--- config.mk ---
export PLATFORM = sky130hd
export DESIGN_NAME = rmq_queue
export DESIGN_NICKNAME = d
export VERILOG_FILES = /design/src/design/rmq_pkg.sv /design/src/design/rmq_queue.sv
export SDC_FILE = /design/constraint.sdc
export NUM_CORES = 1
export LEC_CHECK = 0
export BUFFER_PORTS_ARGS = -buffer_cell sky130_fd_sc_hd__buf_2
export CORE_AREA = 2 2 60 62
export CTS_BUF_LIST = sky130_fd_sc_hd__clkbuf_16
export CTS_CLUSTER_SIZE = 20
export DETAILED_ROUTE_END_ITERATION = 8
export DIE_AREA = 0 0 62 64
export PLACE_DENSITY = 0.78
export REMOVE_ABC_BUFFERS = 1
export SYNTH_ARGS = -nofsm -noshare
export SYNTH_HDL_FRONTEND = slang
export SYNTH_SLANG_ARGS = --single-unit
--- constraint.sdc ---
create_clock -name clk -period 5.7 [get_ports clk]
set_clock_uncertainty 0.1 [all_clocks]
set_input_delay 0 -clock clk [delete_from_list [all_inputs] [get_ports clk]]
set_output_delay 0 -clock clk [all_outputs]
set_load 0.02 [all_outputs]
--- src/design/rmq_pkg.sv ---
// rmq_pkg: shared types and constants for the rotation matrix to quaternion block.
// No dependencies; imported by every module of the block.
`timescale 1ns / 1ps

package rmq_pkg;

	// Width of every matrix element and quaternion component
	localparam int FIELD_W = 18;
	// Width of a sum or difference of two elements
	localparam int D_W = FIELD_W + 1;
	// Default fraction bits and front-to-back queue depth
	localparam int FRAC_BITS_DEF = 16;
	localparam int QUEUE_DEPTH_DEF = 4;

	typedef enum logic [1:0] {
		BR_TRACE = 2'd0,
		BR_X     = 2'd1,
		BR_Y     = 2'd2,
		BR_Z     = 2'd3
	} branch_t;

	// Classification handed from front to back
	typedef struct packed {
		branch_t branch;
		logic    bad;
	} cls_t;

	localparam int CLS_W = $bits(cls_t);

endpackage

--- src/design/rmq_queue.sv ---
// rmq_queue: short FIFO between the classifying front and the arithmetic back.
// Depends on rmq_pkg.
`timescale 1ns / 1ps

module rmq_queue import rmq_pkg::*; #(
	parameter int W     = 8,
	parameter int DEPTH = QUEUE_DEPTH_DEF
) (
	input  logic         clk,
	input  logic         arst_n,
	input  logic         push,
	input  logic [W-1:0] din,
	output logic         full,
	input  logic         pop,
	output logic [W-1:0] dout,
	output logic         empty
);

	localparam int PTR_W = (DEPTH > 1) ? $clog2(DEPTH) : 1;
	localparam int CNT_W = $clog2(DEPTH + 1);

	logic [W-1:0]     mem_q [0:DEPTH-1];
	logic [PTR_W-1:0] wr_ptr_q;
	logic [PTR_W-1:0] rd_ptr_q;
	logic [CNT_W-1:0] count_q;
	logic             do_push;
	logic             do_pop;

	assign full    = (count_q == CNT_W'(DEPTH));
	assign empty   = (count_q == '0);
	assign do_push = push && !full;
	assign do_pop  = pop && !empty;
	assign dout    = mem_q[rd_ptr_q];

	// Storage, no reset
	always_ff @(posedge clk) begin
		if (do_push) begin
			mem_q[wr_ptr_q] <= din;
		end
	end

	// Pointers and fill count
	always_ff @(posedge clk or negedge arst_n) begin
		if (!arst_n) begin
			wr_ptr_q <= '0;
			rd_ptr_q <= '0;
			count_q  <= '0;
		end else begin
			if (do_push) begin
				wr_ptr_q <= (wr_ptr_q == PTR_W'(DEPTH - 1)) ? '0 : wr_ptr_q + 1'b1;
			end
			if (do_pop) begin
				rd_ptr_q <= (rd_ptr_q == PTR_W'(DEPTH - 1)) ? '0 : rd_ptr_q + 1'b1;
			end
			if (do_push && !do_pop) begin
				count_q <= count_q + 1'b1;
			end else if (do_pop && !do_push) begin
				count_q <= count_q - 1'b1;
			end
		end
	end

endmodule

==> summary by stage <==
Run status
The flow ran to the end, and the final reports show no timing, DRC or antenna violations.

Final layout
Leaving out fill and tap cells, the most frequent cell in the layout is edfxtp_1. The multi-input gate area in the final layout is 453 µm². Summing all flip-flop and latch instances after layout gives 1140 µm². The fraction of layout instances using a drive strength above 1 is 0.414. 0 antenna diodes ended up in the layout.

After filler insertion, the fill cell instance count of the layout stands at 238. The end-of-flow core utilization is 0.620. The area growth from synthesis to layout is 25.7%.

The cell area after layout is 2040 µm². The finished layout holds 162 standard cells, fillers aside. In the final design database the tool counted about 130 nets. Leaving out fill and tap cells, the most frequent cells in the layout are edfxtp_1 (32), buf_2 (21), dlygate4sd3_1 (11).

Route
The residual DRC count is 0. Dividing the detail-routed via count by the number of cells gives ~5.0. After detailed routing, the average wire length per cell comes to ~15 µm. Detailed routing inserted a total of between 800 and 900 vias. The uppermost metal layer occupied by signal nets is met4. The pre-antenna-repair detailed-routing pass consisted of 4 iterations. The total length of routed wires is 2.44 mm.

Wire segments on met3 add up to 115 µm in the final route. The number of design-rule violations left by the first detailed-router iteration is 35. Summed over all nets, wire length on met2 after detailed routing comes to ~1.3 mm. The detailed router put a total of 993 µm of wire on met1.

The post-detailed-route count of antenna-violating nets is 0.

Clock tree
The post-CTS clock slew at the launch and capture registers of the worst setup and hold paths is ~50 ps. The TritonCTS clock tree is done. The clock sink count is 39. The number of gates resized after cts is 0. The buffer type at the clock tree root is clkbuf_16. The clock passes through at most 2 buffers.

Buffers inserted during clock tree synthesis total 5. Clock latency on the worst-skew pair, taken at its later pin, is 270 ps. The H-tree depth is 2.

Yosys
Yosys attributes the largest share of cell area to edfxtp_1 (59%), mux4_2 (11%), dfrtp_1 (11%), ha_1 (4.6%), mux2_2 (2.1%). The cell type with the largest total area after synthesis is edfxtp_1. The number of enable flip-flop cells after synthesis is 32. Synthesis instantiated 19 different standard cells from the library. The mean post-synth cell area is 20.5 µm². Counting every instance in the synthesized netlist gives 79. For this run, the register share of the synthesized area comes to 0.701. The flop and latch count out of synthesis is 39.

The share of async-settable or async-resettable flops after synthesis is 0.179. Yosys printed 0 warnings. Summing every instance area after synthesis gives between 1500 and 2000 µm². Of the post-synthesis cell area, the dominant cell type holds 0.593. The dominant synthesized flop cell is edfxtp_1.

Floorplanning
The die covers 3970 µm². The number of rows in the core area is 21. The number of top-level pins is 22. The starting density of the core is 0.493.

The die is 62 µm wide. The total area inside the core boundary comes to 3280 µm². The die is 64 µm tall.

Power
The worst vdd rail ir drop is 274 µV. Power comes to 1.09 mW. The leakage dissipation is 0.781 nW. The power density of the placed cells is 535 nW/µm².

Place
The number of buffers inserted by port buffering is 21. At the placement stage, the worst setup path has a slack of between 3000 and 4000 ps. The post-detailed-placement half-perimeter wirelength is 1.64 mm. The placed instance count is 143. Routability-driven placement finished with a final weighted congestion of 0.750. The total placed instance area is 1760 µm².

Worst setup path
The critical path is of the register to register type. The arrival time at the worst endpoint is roughly 2200 ps. The nature of the critical path endpoint is a register. The category of the worst setup path launch point is a register. The worst path required time is between 5000 and 6000 ps. In this run the worst path has a maximum fanout of 7.

Global route
The number of antenna violations at the first check in global routing is 0. The via count of the first global-routing pass is 879. Entering global routing, the biggest net connects 13 pins. The total global-route track usage is 0.153. The wire length of the first global-routing pass is 3.99 mm. The total congestion overflow is 0.

STA
The hold violation total from the final report was 0. The ratio of final minimum period to clock period is 0.375. Across all setup checks in the final design, the least slack found is 3560 ps.

The minimum hold slack is ~140 ps. The max-slew headroom at the worst pin is 0.613. The max-slew violation count was 0. The post-route setup TNS is 0 ps. The actual slew at the worst max-slew pin is 581 ps. The setup violation total in the final timing report is 0. The time the worst path needs with I/O delays and setup is 2140 ps. Setup repair after global routing left no endpoint under its margin. The timing-limited maximum frequency is 468 MHz.

Min path
The worst min-delay path category is input port to register.

Run
Across the run, the number of max-cap violations was 0.
## cells by family after synthesis
group	after synthesis	synth area share
buf+inv	6	0.0193
fa+ha+maj	7	0.0587
flops	39	0.701
mux	13	0.151
xor+xnor	3	0.0162
simple gates	11	0.0541
## Yosys cell counts, drive strengths merged (2+ instances only)
cell type,number
buf,3
ha,6
edfxtp,32
nor2,3
dfrtp,7
inv,3
xor2,2
and2,4
mux4,8
mux2,5
## routing by layer
layer,vias up,global-route usage
met4,0,0.0878
li1,373,-
met1,416,0.162
met2,17,0.243
met3,5,0.0668
met5,-,0
## final timing paths
path	start	end	slack, ps	cells past startpoint
max	count_q[2]	count_q[2]	3560	8
min in group asynchronous	arst_n	rd_ptr_q[1]	620	3
min reg2reg	count_q[2]	count_q[2]	410	1
min	push	wr_ptr_q[0]	140	3
max reg2reg	count_q[2]	count_q[2]	3560	8
max in group asynchronous	arst_n	wr_ptr_q[0]	4640	3
## flip-flops by register name (all words and copies together), names as in the netlist
name,cells
mem_q,32
count_q,3
rd_ptr_q,2
wr_ptr_q,2
## worst max-delay path, cell delays in order, from the launching register on
cell and delay [ps]:
dfrtp_1 400, nor3b_4 170, nor2b_2 290, ha_1 240
inv_1 60, fa_1 370, xor2_1 150, nor2_1 120
xor2_1 170
## cell type report
cell class	instances	area share
clock inverters	3	0.0190
well taps	46	0.0283
repair buffers	32	0.106
multi-input cells	34	0.222
clock buffers	5	0.0614
flip-flops and latches	39	0.558
inverters	3	0.00553
## what timing repair did
action                     4_1_cts  5_1_grt
setup buffers                    0        0
setup endpoints to repair        0        0
hold buffers                    11        0
hold endpoints to repair        41        0
## power by group
| group | internal, mW | switching, mW | total [mW] |
|---|---|---|---|
| Combinational | 0.172 | 0.160 | 0.332 |
| Clock | 0.204 | 0.0986 | 0.302 |
| Sequential | 0.386 | 0.0679 | 0.454 |
No activity file was read; power rests on OpenSTA's default activity.
