`src/design/rmq_pkg.sv`:
```
// rmq_pkg: shared types and constants for the rotation matrix to quaternion block.
// No dependencies; imported by every module of the block.
`timescale 1ns / 1ps

package rmq_pkg;

	// Width of every matrix element and quaternion component
	localparam int FIELD_W = 18;
	// Width of a sum or difference of two elements
	localparam int D_W = FIELD_W + 1;
	// Default fraction bits and front-to-back queue depth
	localparam int FRAC_BITS_DEF = 16;
	localparam int QUEUE_DEPTH_DEF = 4;

	typedef enum logic [1:0] {
		BR_TRACE = 2'd0,
		BR_X     = 2'd1,
		BR_Y     = 2'd2,
		BR_Z     = 2'd3
	} branch_t;

	// Classification handed from front to back
	typedef struct packed {
		branch_t branch;
		logic    bad;
	} cls_t;

	localparam int CLS_W = $bits(cls_t);

endpackage

```
`src/design/rmq_front.sv`:
```
// rmq_front: classifies one matrix; picks the branch, forms the root argument
// and the three off-diagonal sums or differences. Depends on rmq_pkg.
`timescale 1ns / 1ps

module rmq_front import rmq_pkg::*; #(
	parameter int FRAC_BITS = FRAC_BITS_DEF
) (
	input  logic signed [FIELD_W-1:0] e00,
	input  logic signed [FIELD_W-1:0] e01,
	input  logic signed [FIELD_W-1:0] e02,
	input  logic signed [FIELD_W-1:0] e10,
	input  logic signed [FIELD_W-1:0] e11,
	input  logic signed [FIELD_W-1:0] e12,
	input  logic signed [FIELD_W-1:0] e20,
	input  logic signed [FIELD_W-1:0] e21,
	input  logic signed [FIELD_W-1:0] e22,
	output logic [((FRAC_BITS > D_W) ? FRAC_BITS : D_W):0] arg_mag,
	output logic signed [D_W-1:0] d1,
	output logic signed [D_W-1:0] d2,
	output logic signed [D_W-1:0] d3,
	output cls_t cls
);

	localparam int ARG_W = ((FRAC_BITS > D_W) ? FRAC_BITS : D_W) + 2;
	localparam logic signed [ARG_W-1:0] ONE = ARG_W'(1) << FRAC_BITS;

	function automatic logic signed [ARG_W-1:0] ext(input logic signed [FIELD_W-1:0] v);
		return {{(ARG_W-FIELD_W){v[FIELD_W-1]}}, v};
	endfunction

	function automatic logic signed [D_W-1:0] add2(input logic signed [FIELD_W-1:0] a,
			input logic signed [FIELD_W-1:0] b);
		return {a[FIELD_W-1], a} + {b[FIELD_W-1], b};
	endfunction

	function automatic logic signed [D_W-1:0] sub2(input logic signed [FIELD_W-1:0] a,
			input logic signed [FIELD_W-1:0] b);
		return {a[FIELD_W-1], a} - {b[FIELD_W-1], b};
	endfunction

	logic signed [ARG_W-1:0] trace;
	logic signed [ARG_W-1:0] arg;

	// Branch choice; ties fall to the later branch
	always_comb begin
		trace = ext(e00) + ext(e11) + ext(e22);
		if (!trace[ARG_W-1]) begin
			cls.branch = BR_TRACE;
			arg = trace + ONE;
			d1 = sub2(e21, e12);
			d2 = sub2(e02, e20);
			d3 = sub2(e10, e01);
		end else if (e00 > e11 && e00 > e22) begin
			cls.branch = BR_X;
			arg = ONE + ext(e00) - ext(e11) - ext(e22);
			d1 = add2(e10, e01);
			d2 = add2(e02, e20);
			d3 = sub2(e21, e12);
		end else if (e11 > e22) begin
			cls.branch = BR_Y;
			arg = ONE + ext(e11) - ext(e00) - ext(e22);
			d1 = add2(e10, e01);
			d2 = add2(e21, e12);
			d3 = sub2(e02, e20);
		end else begin
			cls.branch = BR_Z;
			arg = ONE + ext(e22) - ext(e00) - ext(e11);
			d1 = add2(e02, e20);
			d2 = add2(e21, e12);
			d3 = sub2(e10, e01);
		end
		cls.bad = arg[ARG_W-1] || (arg == '0);
		arg_mag = arg[ARG_W-2:0];
	end

endmodule

```
`config.mk`:
```
export PLATFORM = sky130hd
export DESIGN_NAME = rmq_front
export DESIGN_NICKNAME = d
export VERILOG_FILES = /design/src/design/rmq_pkg.sv /design/src/design/rmq_front.sv
export SDC_FILE = /design/constraint.sdc
export NUM_CORES = 1
export LEC_CHECK = 0
export BUFFER_PORTS_ARGS = -buffer_cell sky130_fd_sc_hd__buf_4
export CORE_ASPECT_RATIO = 0.7
export CORE_MARGIN = 2
export CORE_UTILIZATION = 40
export DETAILED_ROUTE_END_ITERATION = 8
export GPL_TIMING_DRIVEN = 0
export SYNTH_ARGS = -nofsm -noshare
export SYNTH_HDL_FRONTEND = slang
export SYNTH_SLANG_ARGS = --single-unit
```
`constraint.sdc`:
```
create_clock -name vclk -period 12.79
set_clock_uncertainty 0.15 [all_clocks]
set_input_delay 2.558 -clock vclk [all_inputs]
set_output_delay 2.558 -clock vclk [all_outputs]
set_load 0.005 [all_outputs]
```
==> flow_summary.toml, run 1 <==
[yosys]
ys_types = 90
syn-num-nets = 2486
netlist_instances = 1904
synth-compound-area-share_pct = 22.72
synth_top_family_by_area = "adder cells"
synthAdderAreaFrac_pct = 41.37
synthSimpleGateAreaFrac_pct = 17.50
ys_seq_area_share_pct = 0
synth.area.top_cells = "ha_1 (30%), fa_1 (12%), inv_1 (7.2%), xnor2_1 (6.4%), a21oi_1 (4.8%)"
yosysTopAreaCell = "ha_1"
muxShareOfSynthArea_pct = 1.030
synth_xor_area_share_pct = 8.691
synth.top_cell.area_share_pct = 29.67
synth_area_sq_um = 14210
yosys_warnings = 0
avgSynthCellArea_sq_um = 7.463

[global_route]
grt_overflow_total = 0
antenna_found_initial = 1
grt_max_degree = 11
track_usage_pct = 26.54
grt_pass1_wl_mm = 77.62
grt_pass1_vias = 13634

[sta]
setup_violations = 0
rsz0062_at_grt = "false"
finalCritPeriodShare_pct = 82.83
fin_tns_setup_ns = 0
worst_pin_slew_ns = 1.099
period_needed_ns = 10.59
hold_viol = 0
max_slew_margin_pct = 26.45
fmax_mhz = 94.40
slew_violations = 0

[critical_path]
crit_chain = "buf_4 > inv_1 > ha_1 > nor4b_2 > nand4_1 > a31oi_1 > or4_4 > mux2_2 > a21oi_2 > nor2_2 > mux2i_1 > nor4_1 > nand4b_1 > o41ai_2 > buf_4"
crit_family = "simple AND/OR/NAND/NOR gates"
worstSetupPathType = "input port to output port"
cp_num_buf_inv = 3
worst-path-stages = 15
cp_slowest_cell = "nor4b_2"
cp.arrival_ns = 7.89
endpoint_kind = "output port"
critical-path-max-stage-delay_ns = 0.64
cpMostUsedCell = "buf_4"
required_ns = 10.08
cp-start-kind = "input port"
crit_fanout = 9

[routing]
vias_per_cell = 5.451
ant_nets = 0
wirelength_mm = 50.79
wl_per_cell_microns = 19.40
drt_iter0_markers = 1253
drt_pre_antenna_iters = 5
drc = 0
vias = 14272

[floorplan]
die_x_microns = 229.3
fp.coreArea_sq_um = 34870
ios = 242
die_h_microns = 161.7
start_util_pct = 40.75
die_area_sq_um = 37070
row_count = 57

[cts]
cts_setup_buffers = 0
ctsResizeCount = 0
ctsHoldBuffers = 0

[pwr]
ir_worst_vdd_uv = 52.56
p_per_area_nw_per_um2 = 98.80
finalPower_mw = 1.642
p_leak_nw = 8.414

[final_layout]
antennaDiodeCount = 0
seqCellArea_sq_um = 0
final_common_cell = "ha_1"
final_cell_mix = "ha_1 (337), inv_1 (273), buf_4 (244), nor2_1 (157), a21oi_1 (136)"
layout-drive-gt1-share_pct = 13.23
syn_to_final_growth_pct = 16.94
fin_util_pct = 47.65
flops_and_latches = 0
nNetsFinal = 2730
nClkBuffers = 0

[placement]
io_buffers = 242
hpwl_mm = 44.21
place_congestion = 0.9506

[run]
drv_cap = 0

[min_path]
hold_class = "input port to output port"
whs_path_depth = 4

[status]
status = "complete, no violations"
## Yosys cell counts, types with 14 or more instances
cell / n
nor2_1: 157
a211oi_1: 22
o21bai_1: 20
o22ai_1: 18
nor4_1: 14
xor2_1: 37
fa_1: 83
a21oi_1: 136
nand2b_1: 23
xnor2_1: 104
inv_1: 273
nor3_1: 54
nand3_1: 32
o211ai_1: 19
nand2_1: 112
o21a_1: 14
ha_1: 337
clkbuf_1: 30
nor2b_1: 38
o21ai_0: 103
a21o_1: 29
and3_1: 19
a31oi_1: 19
or3_1: 16
a22oi_1: 17
## metal layers
layer / global-route usage (%) / routed length [microns]
met1: 41.88 / 25810
met2: 38.39 / 20250
met3: 4.073 / 4122
met4: 2.981 / 588
met5: 0 / 16
## kinds of logic (layout without fill, tap and decap cells)
kind of cell    count (synthesis)  in the layout
xor+xnor                      141            141
mux                            14             14
buf+inv                       322            564
simple gates                  510            510
fa+ha+maj                     420            420
compound gates                497            497
## layout make-up
type	count	area (sq um)
Fill cell	3587	18260
Buffer	49	211.5
Inverter	273	1025
Tap cell	472	590.6
Multi-Input combinational cell	1582	12970
Timing Repair Buffer	242	1817
## worst paths after layout
| check | start | endpoint | slack, ns |
|---|---|---|---|
| worst min-delay path | e12[0] | d1[0] | 5.43 |
| worst max-delay path | e11[17] | cls[0] | 2.20 |
## through the flow
stage	instances	setup slack [ns]	hold slack, ns	area, sq um
detailed placement	2618	2.311	5.432	16620
global placement	2618	2.311	5.433	16620
finish	2618	2.196	5.428	16620
floorplan	1904	3.787	5.174	14210
CTS	2618	2.310	5.439	16620
global route	2618	2.081	5.461	16620
## where the power goes
group | leakage (nW) | internal (mW) | total, mW | switching, mW
Sequential | 0 | 0 | 0 | 0
Clock | 0 | 0 | 0 | 0
Combinational | 8.41 | 0.680 | 1.64 | 0.962
No activity file was read; power rests on OpenSTA's default activity.
==> inputs of run 2 (changes only) <==
- clock period: 12.79 -> 8.6 ns (I/O delays scaled with it)
==> flow_summary.toml, run 2 (same netlist as run 1, synthesis figures left out) <==
[sta]
setup_violations = 0
rsz0062_at_grt = "true"
fmax_mhz = 117.1
finalCritPeriodShare_pct = 99.33
hold_viol = 0
slew_violations = 0
max_slew_margin_pct = 23.03
worst_pin_slew_ns = 1.150
setup_slack_ns = 0.05770
period_needed_ns = 8.542

[final_layout]
nNetsFinal = 2730
final_cell_mix = "ha_1 (337), inv_1 (273), buf_4 (244), nor2_1 (156), a21oi_1 (134)"
flops_and_latches = 0
fillCellCount = 3573
antennaDiodeCount = 0
seqCellArea_sq_um = 0
nClkBuffers = 0
syn_to_final_growth_pct = 17.74
layout-drive-gt1-share_pct = 13.84
final_area_sq_um = 16730
final_common_cell = "ha_1"

[critical_path]
required_ns = 6.73
crit_chain = "buf_4 > fa_1 > ha_1 > fa_1 > a211oi_1 > o21ai_1 > nand3_1 > a21oi_1 > o31a_1 > o21ai_2 > buf_2 > a31oi_1 > nor4_2 > nand4b_1 > o41ai_2 > buf_4"
crit_family = "compound AO/OA/AOI/OAI gates"
cp.arrival_ns = 6.67
endpoint_kind = "output port"
cp-start-kind = "input port"
worst-path-stages = 16
crit_fanout = 10
worstSetupPathType = "input port to output port"
critical-path-max-stage-delay_ns = 0.49
cp_slowest_cell = "fa_1"
cp_num_buf_inv = 3

[pwr]
p_per_area_nw_per_um2 = 147.5
finalPower_mw = 2.469
ir_worst_vdd_uv = 78.14
p_leak_nw = 8.443

[global_route]
track_usage_pct = 26.55
grt_max_degree = 11
grt_pass1_vias = 13654
grt_pass1_wl_mm = 77.67
grt_overflow_total = 0
antenna_found_initial = 1

[routing]
wirelength_mm = 50.88
drt_pre_antenna_iters = 9
drc = 0
ant_nets = 0
vias_per_cell = 5.450
vias = 14267
wl_per_cell_microns = 19.44
drt_iter0_markers = 1232

[floorplan]
ios = 242
die_x_microns = 229.3
fp.coreArea_sq_um = 34870
die_h_microns = 161.7
die_area_sq_um = 37070
row_count = 57
start_util_pct = 40.75

[status]
status = "complete, no violations"

[min_path]
hold_class = "input port to output port"
whs_path_depth = 4

[placement]
hpwl_mm = 44.21
dp_worst_setup_slack_ns = -0.2028
place_congestion = 0.9506
placed_area_sq_um = 16620
io_buffers = 242

[run]
drv_cap = 0

[cts]
ctsHoldBuffers = 0
[run 2: repair_timing]
| item | 4_1_cts | 5_1_grt |
|---|---|---|
| pin swaps | 0 | 2 |
| setup buffers | 0 | 0 |
| resized for setup | 2 | 18 |
| setup endpoints to repair | 1 | 24 |
| endpoints found under the hold margin | 0 | 0 |
[run 2: final cells by class]
type | instances | area, sq um | share of cell area, %
Multi-Input combinational cell | 1582 | 13090 | 78.21
Buffer | 49 | 214.0 | 1.279
Inverter | 273 | 1025 | 6.125
Timing Repair Buffer | 242 | 1817 | 10.86
Tap cell | 472 | 590.6 | 3.530
[run 2: worst paths after layout]
check | endpoint | slack, ns | from
min | d1[0] | 3.75 | e12[0]
max | cls[0] | 0.06 | e00[0]
[run 2: power breakdown]
part	leakage (nW)	total [mW]	switching [mW]	internal (mW)
Clock	0	0	0	0
Sequential	0	0	0	0
Combinational	8.44	2.47	1.45	1.02
Total	8.44	2.47	1.45	1.02
[run 2: per-stage QoR]
| stage | cells | util, % | TNS (ns) | hold WS (ns) |
|---|---|---|---|---|
| after global placement | 2618 | 47.65 | -0.2031 | 3.757 |
| after detailed placement | 2618 | 47.65 | -0.2028 | 3.756 |
| after global routing | 2618 | 47.97 | -0.07742 | 3.785 |
| final | 2618 | 47.97 | 0 | 3.752 |
| after floorplan | 1904 | - | 0 | 3.498 |
| after CTS | 2618 | 47.69 | 0 | 3.763 |
[run 2: metal layers]
| layer | share of wire [%] | track usage [%] | up-vias |
|---|---|---|---|
| met5 | 0.031 | 0 | - |
| met3 | 7.9 | 4.073 | 24 |
| met2 | 40 | 38.44 | 515 |
| li1 | - | - | 6996 |
| met4 | 1.1 | 2.981 | 2 |
| met1 | 51 | 41.86 | 6730 |
